## src/gpioc_pkg.sv

```systemverilog
// Package for the two-bank GPIO controller: request and result structs,
// operation and register codes, bank geometry. No dependencies.
`timescale 1ns / 1ps
`default_nettype none
package gpioc_pkg;

    localparam int unsigned PIN_COUNT  = 32;
    localparam int unsigned BANK_WIDTH = 16;

    // Pins that belong to bank 0; with a full-width bank 0 the mask is all ones.
    localparam logic [PIN_COUNT-1:0] BANK0_MASK = (BANK_WIDTH >= PIN_COUNT) ?
        {PIN_COUNT{1'b1}} :
        ((PIN_COUNT'(1) << BANK_WIDTH) - PIN_COUNT'(1));

    localparam logic [1:0] OP_SAMPLE = 2'd0;
    localparam logic [1:0] OP_READ   = 2'd1;
    localparam logic [1:0] OP_WRITE  = 2'd2;

    localparam logic [3:0] REG_DIR      = 4'd0;
    localparam logic [3:0] REG_OUT      = 4'd1;
    localparam logic [3:0] REG_SET      = 4'd2;
    localparam logic [3:0] REG_CLR      = 4'd3;
    localparam logic [3:0] REG_IN       = 4'd4;
    localparam logic [3:0] REG_SETRISE  = 4'd5;
    localparam logic [3:0] REG_CLRRISE  = 4'd6;
    localparam logic [3:0] REG_SETFALL  = 4'd7;
    localparam logic [3:0] REG_CLRFALL  = 4'd8;
    localparam logic [3:0] REG_INTSTAT  = 4'd9;
    localparam logic [3:0] REG_BANK_EN  = 4'd10;

    typedef struct packed {
        logic [1:0]           op;
        logic [3:0]           reg_index;
        logic [PIN_COUNT-1:0] write_data;
        logic [PIN_COUNT-1:0] pin_levels;
    } t_in;

    typedef struct packed {
        logic [PIN_COUNT-1:0] read_data;
        logic [PIN_COUNT-1:0] pin_drive;
        logic [PIN_COUNT-1:0] pin_output_enable;
        logic [1:0]           bank_irq;
    } t_out;

endpackage
`default_nettype wire

```

## src/gpio_controller_with_edge_irq_unit.sv

```systemverilog
// Top level of the two-bank GPIO controller with edge interrupts.
// Depends on gpioc_pkg for the request/result structs and register codes.
// Each result is registered into the output register, or into the skid entry when the output holds a waiting result.
// Throughput: one request per cycle while the skid entry is empty; register file and edge logic update in one pass.
// A two-entry result stage (output register plus skid) keeps the input side open
// for one more request while a result waits on the output.
// Reset (synchronous, active low): all pins inputs, latch, enables, status and
// previous levels cleared, result stage empty.
`timescale 1ns / 1ps
`default_nettype none
module gpio_controller_with_edge_irq_unit (
    input  wire                 i_clk,
    input  wire                 i_rst_n,
    input  wire                 i_in_valid,
    output logic                o_in_ready,
    input  wire gpioc_pkg::t_in i_in_data,
    output logic                o_out_valid,
    input  wire                 i_out_ready,
    output gpioc_pkg::t_out     o_out_data
);

    localparam int unsigned W = gpioc_pkg::PIN_COUNT;

    logic [W-1:0] r_dir, n_dir;
    logic [W-1:0] r_latch, n_latch;
    logic [W-1:0] r_rise_en, n_rise_en;
    logic [W-1:0] r_fall_en, n_fall_en;
    logic [W-1:0] r_status, n_status;
    logic [W-1:0] r_last;
    logic [1:0]   r_bank_en, n_bank_en;

    logic [W-1:0] edges;
    logic [W-1:0] clear;
    logic [W-1:0] rd;
    logic         is_write;
    logic         push;
    logic         pop;

    gpioc_pkg::t_out n_result;
    gpioc_pkg::t_out r_skid;
    logic            r_skid_valid;

    assign o_in_ready = !r_skid_valid;
    assign push       = i_in_valid && o_in_ready;
    assign pop        = o_out_valid && i_out_ready;
    assign is_write   = (i_in_data.op == gpioc_pkg::OP_WRITE);

    // Edges are qualified by the enables as they stand before this request.
    assign edges = ((i_in_data.pin_levels & ~r_last) & r_rise_en) |
                   ((~i_in_data.pin_levels & r_last) & r_fall_en);

    always_comb begin
        rd = '0;
        if (i_in_data.op == gpioc_pkg::OP_READ) begin
            unique case (i_in_data.reg_index) inside
                gpioc_pkg::REG_DIR: rd = r_dir;
                gpioc_pkg::REG_OUT, gpioc_pkg::REG_SET, gpioc_pkg::REG_CLR: rd = r_latch;
                gpioc_pkg::REG_IN: rd = i_in_data.pin_levels;
                gpioc_pkg::REG_SETRISE, gpioc_pkg::REG_CLRRISE: rd = r_rise_en;
                gpioc_pkg::REG_SETFALL, gpioc_pkg::REG_CLRFALL: rd = r_fall_en;
                gpioc_pkg::REG_INTSTAT: rd = r_status;
                gpioc_pkg::REG_BANK_EN: rd = {{(W-2){1'b0}}, r_bank_en};
                default: rd = '0;
            endcase
        end
    end

    always_comb begin
        n_dir     = r_dir;
        n_latch   = r_latch;
        n_rise_en = r_rise_en;
        n_fall_en = r_fall_en;
        n_bank_en = r_bank_en;
        clear     = '0;
        if (is_write) begin
            unique case (i_in_data.reg_index)
                gpioc_pkg::REG_DIR:     n_dir     = i_in_data.write_data;
                gpioc_pkg::REG_OUT:     n_latch   = i_in_data.write_data;
                gpioc_pkg::REG_SET:     n_latch   = r_latch | i_in_data.write_data;
                gpioc_pkg::REG_CLR:     n_latch   = r_latch & ~i_in_data.write_data;
                gpioc_pkg::REG_SETRISE: n_rise_en = r_rise_en | i_in_data.write_data;
                gpioc_pkg::REG_CLRRISE: n_rise_en = r_rise_en & ~i_in_data.write_data;
                gpioc_pkg::REG_SETFALL: n_fall_en = r_fall_en | i_in_data.write_data;
                gpioc_pkg::REG_CLRFALL: n_fall_en = r_fall_en & ~i_in_data.write_data;
                gpioc_pkg::REG_INTSTAT: clear     = i_in_data.write_data;
                gpioc_pkg::REG_BANK_EN: n_bank_en = i_in_data.write_data[1:0];
                default: ;
            endcase
        end
        // A new edge wins over a clear.
        n_status = (r_status & ~clear) | edges;

        n_result.read_data         = rd;
        n_result.pin_drive         = n_latch;
        n_result.pin_output_enable = ~n_dir;
        n_result.bank_irq[0]       = (|(n_status & gpioc_pkg::BANK0_MASK)) && n_bank_en[0];
        n_result.bank_irq[1]       = (|(n_status & ~gpioc_pkg::BANK0_MASK)) && n_bank_en[1];
    end

    always_ff @(posedge i_clk) begin
        if (!i_rst_n) begin
            r_dir     <= '1;
            r_latch   <= '0;
            r_rise_en <= '0;
            r_fall_en <= '0;
            r_status  <= '0;
            r_last    <= '0;
            r_bank_en <= '0;
        end else if (push) begin
            r_dir     <= n_dir;
            r_latch   <= n_latch;
            r_rise_en <= n_rise_en;
            r_fall_en <= n_fall_en;
            r_status  <= n_status;
            r_last    <= i_in_data.pin_levels;
            r_bank_en <= n_bank_en;
        end
    end

    // Result stage: output register, with a skid entry behind it.
    always_ff @(posedge i_clk) begin
        if (!i_rst_n) begin
            o_out_valid  <= 1'b0;
            r_skid_valid <= 1'b0;
        end else if (pop) begin
            if (r_skid_valid) begin
                o_out_valid  <= 1'b1;
                r_skid_valid <= 1'b0;
            end else begin
                o_out_valid <= push;
            end
        end else if (push) begin
            if (!o_out_valid) begin
                o_out_valid <= 1'b1;
            end else begin
                r_skid_valid <= 1'b1;
            end
        end
    end

    always_ff @(posedge i_clk) begin
        if (pop && r_skid_valid) begin
            o_out_data <= r_skid;
        end else if (push && (pop || !o_out_valid)) begin
            o_out_data <= n_result;
        end
        if (push && o_out_valid && !pop) begin
            r_skid <= n_result;
        end
    end

    a_skid_behind_output: assert property (@(posedge i_clk) disable iff (!i_rst_n)
        r_skid_valid |-> o_out_valid)
        else $error("skid entry held with empty output register");

    a_skid_holds: assert property (@(posedge i_clk) disable iff (!i_rst_n)
        (r_skid_valid && !i_out_ready) |=> (r_skid_valid && $stable(r_skid)))
        else $error("skid entry lost while output stalled");

    a_dir_write: assert property (@(posedge i_clk) disable iff (!i_rst_n)
        (push && is_write && i_in_data.reg_index == gpioc_pkg::REG_DIR)
        |=> (r_dir == $past(i_in_data.write_data)))
        else $error("direction write not taken");

    a_idle_state_holds: assert property (@(posedge i_clk) disable iff (!i_rst_n)
        !push |=> ($stable(r_status) && $stable(r_latch) && $stable(r_last)))
        else $error("state changed without a request");

endmodule
`default_nettype wire

```

## config.mk

```make
export PLATFORM = sky130hd
export DESIGN_NAME = gpio_controller_with_edge_irq_unit
export DESIGN_NICKNAME = d
export VERILOG_FILES = /design/src/gpioc_pkg.sv /design/src/gpio_controller_with_edge_irq_unit.sv
export SDC_FILE = /design/constraint.sdc
export NUM_CORES = 1
export LEC_CHECK = 0
export BUFFER_PORTS_ARGS = -buffer_cell sky130_fd_sc_hd__buf_4
export CORE_MARGIN = 2
export CORE_UTILIZATION = 50
export DETAILED_ROUTE_END_ITERATION = 10
export GPL_TIMING_DRIVEN = 1
export PLACE_DENSITY = 0.66
export SETUP_SLACK_MARGIN = 0.15
export SYNTH_ARGS = -nofsm -noshare
export SYNTH_HDL_FRONTEND = slang
export SYNTH_SLANG_ARGS = --single-unit
```

## constraint.sdc

```tcl
create_clock -name i_clk -period 7.95 [get_ports i_clk]
set_input_delay 0.3975 -clock i_clk [delete_from_list [all_inputs] [get_ports i_clk]]
set_output_delay 0.3975 -clock i_clk [all_outputs]
set_load 0.01 [all_outputs]
```

# Yosys cells after proc, flatten, opt, wreduce, memory -nomap -nowiden
# Cells that the tools add are included.
[word_totals] in_bits=74 output_inout_bits=100 ff_bits=392
[classes] n_eq_ne=12 reduce_logical=26 n_bitwise=19 mux=17
[ops] cell="AND 32 bit" n=8
[ops] cell="case mux 32 bit (7 select lines)" n=1
[ops] cell="2-to-1 mux 98 bit" n=2
[ops] cell="2-to-1 mux 32 bit" n=6
[ops] cell="NOT 32 bit" n=5
[ops] cell="OR 32 bit" n=5
[ops] cell="case mux 32 bit (2 select lines)" n=2
[ops] cell="case mux 32 bit (3 select lines)" n=1
[ops] cell="OR reduction 16 bit" n=2
[ops] cell="== test 4 x 3 -> 1 bit (second input constant)" n=4
[ops] cell="== test 4 bit (second input constant)" n=3
[ops] cell="== test 4 x 2 -> 1 bit (second input constant)" n=2
[ops] cell="logical AND 1 bit" n=8
[ops] cell="nonzero test 2 bit" n=4
[ops] cell="AND reduction 3 bit" n=2
[ops] cell="OR reduction 2 bit" n=3
[ops] cell="== test 4 x 1 -> 1 bit (second input constant)" n=1
[ops] cell="zero test 4 bit" n=1
[ops] cell="2-to-1 mux 2 bit" n=2
[ops] cell="zero test 1 bit" n=3
[ops] cell="2-to-1 mux 1 bit" n=3
[ops] cell="OR reduction 3 bit" n=1
[ops] cell="== test 2 x 1 -> 1 bit (second input constant)" n=1
[ops] cell="== test 2 bit (second input constant)" n=1
[ops] cell="other kinds (3)" n=3

# Logic depth before layout (Yosys ltp)
[logic_depth] word_depth=10 ltp_mapped=9

# Least setup slack after synthesis
# Ideal clock, no wire load.
[synth_timing] path_type="in2reg" start="input i_in_valid" end="register o_out_data[0] (netlist bit), enable pin" n_path_buf=3 cell_stages=6 slack_ns=1.327 arrival_time_ns=6.036 path_cell_list="nor2b_1 clkbuf_1 clkbuf_1 clkbuf_1 a21oi_1 a21oi_1"
[synth_between] elab_chain_cells=3
[synth_lines] item="from (decl)" line_no="gpio_controller_with_edge_irq_unit.sv:14" source="input wire i_in_valid,"
[synth_lines] item="logical AND 1 bit" line_no="gpio_controller_with_edge_irq_unit.sv:44" source="assign push = i_in_valid && o_in_ready;"
[synth_lines] item="logical AND 1 bit" line_no="gpio_controller_with_edge_irq_unit.sv:144" source="end else if (push && (pop || !o_out_valid)) begin"
[synth_lines] item="nonzero test 2 bit (no line)"
[synth_lines] item="to (signal assigned)" line_no="gpio_controller_with_edge_irq_unit.sv:143" source="o_out_data <= r_skid;"
[synth_lines] item="to (signal assigned)" line_no="gpio_controller_with_edge_irq_unit.sv:145" source="o_out_data <= n_result;"
[synth_lines] item="to (decl)" line_no="gpio_controller_with_edge_irq_unit.sv:19" source="output gpioc_pkg::t_out o_out_data"
# No other way between the ends.
# A chain may end at the register's enable or synchronous reset.

# Worst setup path in the final report
[layout_timing] start="register r_skid_valid" end="register o_out_data[33] (netlist bit), enable pin"
[layout_between] elab_chain_cells=4 word_cells_on_any_way=5
[layout_lines] item="from (decl)" line_no="gpio_controller_with_edge_irq_unit.sv:41" source="logic r_skid_valid;"
[layout_lines] item="from (signal assigned)" line_no="gpio_controller_with_edge_irq_unit.sv:124" source="r_skid_valid <= 1'b0;"
[layout_lines] item="from (signal assigned)" line_no="gpio_controller_with_edge_irq_unit.sv:128" source="r_skid_valid <= 1'b0;"
[layout_lines] item="from (signal assigned)" line_no="gpio_controller_with_edge_irq_unit.sv:136" source="r_skid_valid <= 1'b1;"
[layout_lines] item="zero test 1 bit" line_no="gpio_controller_with_edge_irq_unit.sv:43" source="assign o_in_ready = !r_skid_valid;"
[layout_lines] item="logical AND 1 bit" line_no="gpio_controller_with_edge_irq_unit.sv:44"
[layout_lines] item="logical AND 1 bit" line_no="gpio_controller_with_edge_irq_unit.sv:144"
[layout_lines] item="nonzero test 2 bit (no line) (*)"
# Every way passes the cells marked *; elsewhere a longest branch is shown, timed or not.

==> results.md <==
- Number of flops mapped to enable cells by yosys: between 150 and 200
- Clock Sink Count: between 300 and 400
- Synth-to-layout area growth: 16.0%
- Minimum clock period: around 3.5 ns
- Floorplan die area: ~0.036 mm^2
- Floorplan die width: approximately 190 um
- Largest delay share family, worst path: buffers and inverters
- Startpoint types: register
- Yosys synthesis warning count: 0
- Critical path's largest stage delay: a little over 0.7 ns
- Quantity of hold-fixing buffers added after cts: 0
- Site Rows: 67
- Transition time at the pin with the least slew margin: approximately 1.2 ns
- Uppermost signal routing layer after detailed routing: met5
- Number of synthesized register bits: 392
- Final-layout worst hold slack: about 0.12 ns
- Max VDD drop: between 150 and 200 uV
- Number of slew-limit violations in the final report: 0
- Die height: 189 um
- Worst-case register-to-register setup slack: between 4 and 5 ns
- Overflow left after global routing: 0
- Critical path's most frequent cell: sky130_fd_sc_hd__buf_4
- Power consumption: approximately 4.6 mW
- Cell count after synthesis: 1718
- Top FF cell, synth: sky130_fd_sc_hd__edfxtp_1
- Setup Slack @ Placement: approximately 4.3 ns
- Antenna violations before repair: 1
- Number of global-route vias before repair: roughly 13000
- Iteration-0 DRC count of the detailed router: around 1300
- Library cells used by synthesis: between 40 and 50
- Path type of the worst min-delay path: in2reg
- Via density per instance: between 6 and 7
- Slack of the critical path: 4.44 ns
- GRT Overall Usage: 0.269
- Leakage: between 7 and 8 nW
- Layout Cells excl Fill: around 2300
- Global-route wire length before repair: between 70000 and 80000 um
- Unrepaired setup endpoints after global routing: false
- Critical R2R Capture: o_out_data[33]
- Total standard cell area after synthesis: roughly 0.017 mm^2
- Crit path max fanout: 53
- Post-Synthesis Net Count: about 1800
- Total number of H-tree levels: 2
- Number of remaining DRC errors: 0
- Sum of negative setup slack: 0 ns
- Detailed-route via count: 13858
- Number of endpoints failing setup at the final stage: 0
- Clock latency at the later pin of the worst-skew pair: between 0.5 and 0.6 ns
- Share of the synthesized area in the top cell type: 0.343
- Amount of wire on met3 after detailed routing: 3340 um
- Clock tree from TritonCTS: built
- Largest net degree at the start of global routing: between 100 and 150
- Status: finished, final reports clean
- Placed wire-length estimate: between 20000 and 30000 um
- Final Skew: between 0.009 and 0.01 ns
- Cell depth of the worst flop-to-flop path: 6
- Remaining antenna violation count after routing: 0
- Clock-pin slew reported for the worst setup and hold paths after clock tree synthesis: 0.06 ns
- Hold worst-path end: r_skid_valid
- Number of nets in the layout: between 1500 and 2000
- Cell chosen for the clock root: sky130_fd_sc_hd__clkbuf_16
- Share of async-settable or async-resettable flops after synthesis: 0
- Cell Chain, Critical Path: nor2b_4 > buf_4 > a21oi_1 > a21oi_4 > buf_4 > buf_4
- Synth top cells by count: sky130_fd_sc_hd__nand2_1, sky130_fd_sc_hd__dfxtp_1, sky130_fd_sc_hd__edfxtp_1
- Maximum buffer depth of the clock tree: 3
- Category of the worst setup path capture point: register
- Number of violations of the max-capacitance limit: 0
- Number of hold violations in the final report: 0
- Count of cells along the worst hold path: 2
- Post-detailed-routing wire length: ~49000 um
- Floorplan core area: ~0.034 mm^2
- Path type of the worst setup path: reg2reg
- CP max stage cell: sky130_fd_sc_hd__a21oi_4
- Leading post-synthesis cells by cell area: sky130_fd_sc_hd__edfxtp_1, sky130_fd_sc_hd__dfxtp_1, sky130_fd_sc_hd__nand2_1
- Sequential element share of the synthesized area: 0.571
- Startpoint of the most critical register-to-register path: r_skid_valid
- Quantity of I/O buffers inserted on ports: 173
- Detailed-routing wirelength on met1: around 20000 um
- Effective utilization at floorplan: 0.509
- Top-count cell post-synth: sky130_fd_sc_hd__nand2_1
- Worst endpoint required time: ~8 ns
- Peak clock frequency supported by timing: about 290 MHz
- Final weighted congestion in routability-driven placement: 0.833
- Share of layout cells above drive strength 1: 0.166
- Wirelength per Cell: 21.7 um
- Count of pins on the block boundary: about 170
- Inst Count DP: 2197
- Cell type with the highest aggregate area in the netlist: sky130_fd_sc_hd__edfxtp_1
- Number of resized instances in the post-cts repair step: 0
- Total power density per cell area: 233 mW/mm^2
- Worst slew margin relative to its limit: 0.207
- Average footprint of a synthesized cell: about 10 um^2
- CP bufs+invs: 3
- Total inserted antenna cells: 0
- Total setup buffers inserted after CTS: 0
- Number of buffers created by CTS: 41
- Final clock period utilization by the worst path: 0.441
- Met2 Routed Length: 24100 um
- Worst Hold Launch: i_out_ready
- Initial DRT Pass Iterations: 5
- Arr. time, crit path: around 3.7 ns
## metrics by stage
stage,util,instance area [um^2]
after floorplan,-,17200
after global placement,0.552,18600
after detailed placement,0.552,18600
after CTS,0.591,19900
after global routing,0.591,19900
final,0.591,19900
## placed cells by master, fill, tap and decap left out, types with 21 or more instances in the layout
cell type                   Yosys  final
sky130_fd_sc_hd__o211ai_1      52     52
sky130_fd_sc_hd__a21oi_1      121    120
sky130_fd_sc_hd__a311oi_1      32     32
sky130_fd_sc_hd__mux2i_1       46     46
sky130_fd_sc_hd__nor2_1       132    128
sky130_fd_sc_hd__edfxtp_1     196    196
sky130_fd_sc_hd__a22oi_1      101    101
sky130_fd_sc_hd__buf_4          4    195
sky130_fd_sc_hd__a211oi_1      55     55
sky130_fd_sc_hd__o31ai_1       40     40
sky130_fd_sc_hd__dfxtp_1      196    196
sky130_fd_sc_hd__clkbuf_16      0     43
sky130_fd_sc_hd__nand2_1      299    297
sky130_fd_sc_hd__o21ai_0       35     35
sky130_fd_sc_hd__inv_1         54     54
sky130_fd_sc_hd__a31oi_1       21     21
sky130_fd_sc_hd__nand3b_1      45     45
## cells by family (layout without fill, tap and decap cells)
kind of cell / Yosys count / in the layout / synth area share
AOI/OAI and AO/OA: 509 / 509 / 0.207
buffers and inverters: 219 / 323 / 0.0504
DFF: 392 / 392 / 0.571
muxes: 49 / 49 / 0.0290
and+or+nand+nor: 549 / 549 / 0.142
## where the power goes
part,internal (mW),switching [mW]
combinational,0.181,0.297
clock,1.10,0.762
sequential,2.24,0.0617
total,3.53,1.12
## area by class of cell
type	count	area, um^2
timing repair buffer	195	1460
clock buffer	57	1150
inverter	55	211
sequential	392	9810
fill	2973	13800
multi-input combinational	1107	6570
clock inverter	16	148
tap	448	561
## how the worst max path moves through the flow
stage	start	end	slack, ns	cells after the start
floorplan	i_in_valid	o_out_data[0]	1.33	6
global placement	i_in_valid	o_out_data[81]	4.42	7
detailed placement	i_in_valid	o_out_data[33]	4.32	7
CTS	r_skid_valid	o_out_data[50]	4.44	6
global route	r_skid_valid	o_out_data[84]	4.28	6
finish	r_skid_valid	o_out_data[33]	4.44	6
## per-layer routing
layer,vias up,global-route usage
li1,6426,-
met5,-,0
met2,586,0.459
met3,102,0.0397
met1,6742,0.349
met4,2,0.0945
Power figures use the tool's default switching activity.
